<file path="src/design/lzpe_pkg.sv">
// Package for the LZ78 phrase encoder.
// Holds the sequencer state type and the control word sent to the dictionary cells.
// No dependencies.
`default_nettype none

package lzpe_pkg;

  typedef enum logic [1:0] {
    ST_IDLE,
    ST_LOAD,
    ST_SWEEP,
    ST_DECIDE
  } lzpe_state_t;

  typedef struct packed {
    logic load;
    logic sweep;
    logic write;
  } lzpe_cell_ctrl_t;

endpackage

`default_nettype wire

</file>
<file path="src/design/lzpe_cell.sv">
// One dictionary cell of the LZ78 phrase encoder: holds one entry, compares it
// against the broadcast query and passes its hit index toward cell zero.
// Depends on lzpe_pkg.
`default_nettype none

module lzpe_cell
  import lzpe_pkg::*;
#(
  parameter int INDEX       = 0,
  parameter int IDX_W       = 11,
  parameter int SYMBOL_BITS = 16
) (
  input  wire logic                   clk,
  input  wire lzpe_cell_ctrl_t        ctrl,
  input  wire logic [IDX_W-1:0]       count,
  input  wire logic [IDX_W-1:0]       query_prefix,
  input  wire logic [SYMBOL_BITS-1:0] query_symbol,
  input  wire logic [IDX_W-1:0]       chain_in,
  output logic      [IDX_W-1:0]       chain_out
);

  logic [IDX_W-1:0]       entry_prefix;
  logic [SYMBOL_BITS-1:0] entry_symbol;
  logic [IDX_W-1:0]       hit_index;
  logic                   valid;
  logic                   match;

  assign valid = IDX_W'(INDEX) < count;
  assign match = valid && (entry_prefix == query_prefix) && (entry_symbol == query_symbol);

  always_ff @(posedge clk) begin
    if (ctrl.write && (count == IDX_W'(INDEX))) begin
      entry_prefix <= query_prefix;
      entry_symbol <= query_symbol;
    end
  end

  // Entries are unique, so at most one cell loads a nonzero index and an OR merges the chain.
  always_ff @(posedge clk) begin
    if (ctrl.load) begin
      hit_index <= match ? IDX_W'(INDEX + 1) : '0;
    end else if (ctrl.sweep) begin
      hit_index <= hit_index | chain_in;
    end
  end

  assign chain_out = hit_index;

endmodule

`default_nettype wire

</file>
<file path="config.mk">
export PLATFORM = sky130hd
export DESIGN_NAME = lzpe_cell
export DESIGN_NICKNAME = d
export VERILOG_FILES = /design/src/design/lzpe_pkg.sv /design/src/design/lzpe_cell.sv
export SDC_FILE = /design/constraint.sdc
export NUM_CORES = 1
export LEC_CHECK = 0
export ABC_AREA = 1
export BUFFER_PORTS_ARGS = -buffer_cell sky130_fd_sc_hd__buf_2
export CORE_MARGIN = 8
export CORE_UTILIZATION = 30
export DETAILED_ROUTE_END_ITERATION = 12
export GPL_TIMING_DRIVEN = 1
export PLACE_DENSITY_LB_ADDON = 0.12
export SLEW_MARGIN = 20
export SYNTH_ARGS = -nofsm -noshare
export SYNTH_HDL_FRONTEND = slang
export SYNTH_SLANG_ARGS = --single-unit
</file>
<file path="constraint.sdc">
create_clock -name clk -period 6.38 [get_ports clk]
set_input_delay 0.638 -clock clk [delete_from_list [all_inputs] [get_ports clk]]
set_output_delay 0.638 -clock clk [all_outputs]
set_load 0.01 [all_outputs]
</file>
==> results of run 1 <==
state kept, by name (all words and copies together), names as in the netlist:
signal,count
entry_symbol,16
chain_out,11
entry_prefix,11
cell usage in the layout (no fill, tap or decap), drive strengths merged:
cell type / n
clkinv: 2
nand3: 1
or2: 3
nor2: 40
nand2: 79
buf: 64
inv: 57
edfxtp: 38
o21ai: 3
a21oi: 1
xnor2: 4
clkbuf: 6
logic make-up after synthesis:
group | synth area share
flops | 0.6044
simple gates | 0.2492
xor+xnor | 0.01855
compound gates | 0.01259
buf+inv | 0.1153
critical path: cells and delay by family:
family	cells	cell delay, ns
buf+inv	2	0.44
simple gates	4	0.73
through the flow:
stage	instances	utilization	setup WS [ns]	total power [µW]	hold WS (ns)
2_1_floorplan	227	-	3.804	312.7	0.5963
5_1_grt	375	0.3848	4.390	518.6	0.5337
6_report	375	0.3848	4.534	490.6	0.5511
3_5_place_dp	367	0.3716	4.183	341.7	0.5503
4_1_cts	375	0.3848	4.488	498.8	0.5408
3_3_place_gp	367	0.3716	4.207	341.2	0.5406
cell type report:
type	instances	share of cell area
Timing Repair Buffer	64	0.1352
Inverter	57	0.08962
Clock inverter	2	0.003669
Multi-Input combinational cell	131	0.2227
Clock buffer	6	0.03040
Tap cell	77	0.04036
Sequential cell	38	0.4780
power by group:
part	internal, µW	switching, µW	total [µW]
Combinational	24.0	26.3	50.4
Clock	75.1	80.5	156
Sequential	282	2.62	285
Total	381	109	491
layer usage:
metal  track usage  vias up  part of all wire
li1              -      805                 -
met1        0.1108      556              0.47
met2        0.1427       38              0.43
met3       0.03701        7             0.085
met4       0.03901        0             0.016
met5             0        -                 0
worst max-delay path by stage:
stage / startpoint / endpoint / slack [ns] / cells after the start
global placement: count[5] / entry_symbol[2] / 4.21 / 6
floorplan: count[5] / entry_prefix[0] / 3.80 / 4
global route: count[5] / entry_symbol[7] / 4.39 / 6
detailed placement: count[5] / entry_symbol[3] / 4.18 / 6
finish: count[5] / entry_symbol[1] / 4.53 / 6
CTS: count[5] / entry_symbol[3] / 4.49 / 6
==> summary.txt, run 1 <==
Root Buffer -> clkbuf_8
hold buffers post-CTS -> 0
maxcap violations -> 0
Hold Crit Class -> in2reg
#FFs+latches synth -> 38
count of pins over their slew limit -> 0
most numerous cell in the Yosys netlist -> nand2_1
cts repair resizes -> 0
Tightest Pin Transition -> 0.4015 ns
Placer Congestion -> 0.7113
reg2reg setup slack -> 5.23 ns
Worst Setup Start Kind -> input port
Total Routing Usage GR -> 0.09209
clock buffer count from CTS -> 5
final count of hold timing violations -> 0
drc violations -> 0
pwr/cell area -> 205.5 nW/µm²
CP endpoint kind -> flip-flop
worst IR drop on VDD -> 0.08167 mV
Worst Hold Endpoint -> entry_prefix[5]
Final Critical Period -> 1.846 ns
DP Area -> 2306 µm²
# rows -> 29
Initial Utilization -> 0.3043
Top FF cell, synth -> edfxtp_1
Mapped Cells -> 227
Nets -> 350
top cell type by total area after synthesis -> edfxtp_1
Setup TNS Final -> 0 ns
HPWL after detailed placement -> 2919 µm
postcts setup bufs -> 0
Synth area leaders -> edfxtp_1 60%, nand2_1 16%, inv_1 11%, nor2_1 8.0%, xnor2_1 1.9%
Synth top area share -> 0.6044
CTS tree -> yes
Post-Syn Nets -> 280
Die Ht -> 95.33 µm
Critical Path RT -> 6.35 ns
number of global-route vias before repair -> 1490
reg2reg end -> chain_out[0]
slowest CP cell -> buf_4
Fmax -> 0.5416 GHz
chip width -> 95.33 µm
min-delay src -> query_prefix[5]
number of detailed-routing iterations run before antenna repair -> 4
critical-path cell list -> buf_2 > or2_1 > nor2_1 > nand2_1 > nor2_2 > buf_4
vias per inst -> 3.749
Ports -> 64
Largest stage delay, worst path -> 0.35 ns
area of the multi-input gates -> 531.8 µm²
Tcrit/Tclk final -> 0.2894
antenna-violating nets left -> 0
Core ar. -> 6205 µm²
maximum clock path buffer count -> 2
RSZ-0062 raised after global routing -> no
synthesis-to-layout area growth -> 26.44%
clk slew on worst S/H paths -> 0.07 ns
count of different cell masters after synthesis -> 13
final wirelength -> 3672 µm
Post-Syn Area per Cell -> 8.317 µm²
post-route cell area -> 2387 µm²
Finish-stage setup viols -> 0
Ys Warns -> 0
Filler cells -> 658
first-pass GRT wire length -> 6451 µm
total leakage power -> 0.001252 µW
largest net degree at the start of global routing -> 21
Slew headroom -> 0.7321
FF+latch area -> 1141 µm²
PortBufs -> 63
crit path DAT -> 1.81 ns
ys async rst share -> 0
reg2reg start -> entry_prefix[0]
hold-critical path depth -> 1
Via Count -> 1406
top cells by count, synth -> 79 x nand2_1, 56 x inv_1, 40 x nor2_1, 38 x edfxtp_1, 4 x xnor2_1
mean routed wirelength per cell -> 9.792 µm
Clock Sinks -> 38
GRT Residual Overflow -> 0
n_diodes -> 0
Post-synth EDFFs -> 38
Initial DRC Count -> 47
worst skew pair latency -> 0.28 ns
worst setup path category -> in2reg
r2r worst-path depth -> 7
mapped cell area -> 1888 µm²
initial antenna violation count -> 0
H-tree levels -> 2
layout cells sized above 1 -> 0.2483
CP max FO -> 20
Worst Clk Skew -> 0.005536 ns
DIE AREA -> 9088 µm²
status -> finished, final reports clean
Seq/Total Area, Yosys -> 0.6044
(Power assumes the default switching activity.)
==> run 2, diff against run 1 <==
- clock period: 6.38 -> 1.5 ns (I/O delays scaled with it)
==> summary.txt, run 2 (same netlist as run 1, synthesis figures left out) <==
max FFs per register -> 16 (unchanged)
Placer Congestion -> 0.7378 (+3.7%)
largest net degree at the start of global routing -> 13 (-38%)
pwr/cell area -> 933.1 nW/µm² (+350%)
antenna-violating nets left -> 0 (unchanged)
crit path DAT -> 1.18 ns (-0.63 ns)
CP endpoint kind -> flip-flop
Worst Clk Skew -> 0.009273 ns (+0.003737 ns)
# rows -> 29 (unchanged)
Comb pwr share -> 0.095 (-0.008)
maximum clock path buffer count -> 2 (unchanged)
number of global-route vias before repair -> 1384 (-7.1%)
Slew headroom -> 0.8196 (+0.08751)
mean routed wirelength per cell -> 9.902 µm (+1.1%)
Initial DRC Count -> 28 (-40%)
maxcap violations -> 0 (unchanged)
Die Ht -> 95.33 µm (unchanged)
worst IR drop on VDD -> 0.4992 mV (+510%)
Clock Sinks -> 38 (unchanged)
H-tree levels -> 2 (unchanged)
clock buffer count from CTS -> 5 (unchanged)
CP max FO -> 2 (-90%)
worst setup path category -> reg2reg
vias per inst -> 3.838 (+2.4%)
Tot Pwr -> 2272 µW (+360%)
final count of hold timing violations -> 0 (unchanged)
most frequent cells in the layout -> 79 x nand2_1, 63 x buf_2, 56 x inv_1, 39 x nor2_1, 38 x edfxtp_1
Nets -> 352 (+0.57%)
CTS tree -> yes
Filler cells -> 651 (-1.1%)
hold buffers post-CTS -> 0 (unchanged)
Ports -> 64 (unchanged)
synthesis-to-layout area growth -> 28.96%
chip width -> 95.33 µm (unchanged)
hold-critical path depth -> 1 (unchanged)
Sw Pwr -> 481.0 µW (+340%)
Core ar. -> 6205 µm² (unchanged)
DIE AREA -> 9088 µm² (unchanged)
GRT Residual Overflow -> 0 (unchanged)
Final Critical Period -> 1.141 ns
Tightest Pin Transition -> 0.2707 ns (-0.1308 ns)
n_diodes -> 0 (unchanged)
RSZ-0062 raised after global routing -> no
Root Buffer -> clkbuf_8
HPWL after detailed placement -> 3071 µm (+5.2%)
Worst Setup Start Kind -> flip-flop
first-pass GRT wire length -> 6203 µm (-3.8%)
layout cells sized above 1 -> 0.2600 (+0.01168)
Initial Utilization -> 0.3043 (unchanged)
worst skew pair latency -> 0.29 ns (about the same)
Clk pwr share -> 0.372 (+0.055)
Fmax -> 0.8767 GHz
count of pins over their slew limit -> 0 (unchanged)
Tcrit/Tclk final -> 0.7604
number of detailed-routing iterations run before antenna repair -> 4 (unchanged)
clk slew on worst S/H paths -> 0.08 ns (about the same)
Hold Crit Class -> in2reg
internal power -> 1791 µW (+370%)
Flop pwr share -> 0.533 (-0.047)
final wirelength -> 3733 µm (+1.7%)
r2r worst-path depth -> 8 (+1)
Via Count -> 1447 (+2.9%)
initial antenna violation count -> 0 (unchanged)
PortBufs -> 63 (unchanged)
Critical Path RT -> 1.54 ns (-4.81 ns)
Biggest register -> entry_symbol
status -> finished, final reports clean
Setup TNS Final -> 0 ns (unchanged)
drc violations -> 0 (unchanged)
postcts setup bufs -> 0 (unchanged)
cts repair resizes -> 0 (unchanged)
commonest non-fill, non-tap cell in the layout -> nand2_1
Total Routing Usage GR -> 0.08878 (-0.003316)
switching share of power -> 0.2117 (-0.01132)
Finish-stage setup viols -> 0 (unchanged)
total leakage power -> 0.001278 µW (+2.1%)
-- run 2: per-stage QoR --
stage / area [µm²] / instances / hold WS (ns) / setup WS (ns) / util
after floorplan: 1896 / 227 / 0.2489 / 0.1315 / -
after global placement: 2326 / 369 / 0.3551 / 0.2300 / 0.3749
after detailed placement: 2326 / 369 / 0.3574 / 0.2237 / 0.3749
after CTS: 2435 / 377 / 0.04696 / 0.3180 / 0.3924
after global routing: 2435 / 377 / 0.04273 / 0.1660 / 0.3924
final: 2435 / 377 / 0.06296 / 0.3594 / 0.3924
-- run 2: power groups by stage --
stage | sequential, µW | combinational [µW] | clock [µW]
after detailed placement | 1230 | 221 | 0
after global placement | 1230 | 218 | 0
final | 1210 | 216 | 846
after floorplan | 1250 | 80.9 | 0
after CTS | 1210 | 222 | 887
after global routing | 1210 | 250 | 921
-- run 2: area by class of cell --
cell class                 count  area [µm²]  share of cell area
timing repair buffer          66       337.8              0.1387
tap                           77       96.34             0.03957
clock buffer                   5       68.82             0.02826
clock inverter                 3       40.04             0.01644
sequential                    38        1141              0.4687
multi-input combinational    131       536.8              0.2205
inverter                      57       214.0             0.08787
-- run 2: worst max-delay path: stages (launching register included) --
cell and delay, ns:
edfxtp_1 0.39, nand2_1 0.08, inv_1 0.04, nor2_1 0.09, nor2_1 0.06, nand3_1 0.08, nor2_1 0.05, nand2_1 0.06
nand2_1 0.04
-- run 2: final timing paths --
path,from,slack [ns],to
max reg2reg,entry_prefix[2],0.36,chain_out[0]
min,query_symbol[8],0.06,entry_symbol[8]
max,entry_prefix[2],0.36,chain_out[0]
min reg2reg,chain_out[9],0.56,chain_out[9]
-- run 2: per-layer routing --
| layer | vias up | wire length, µm | track usage |
|---|---|---|---|
| met2 | 40 | 1604 | 0.1346 |
| met1 | 589 | 1712 | 0.1079 |
| met3 | 8 | 349 | 0.03465 |
| met4 | 0 | 67 | 0.04291 |
| met5 | - | 0 | 0 |
| li1 | 810 | - | - |
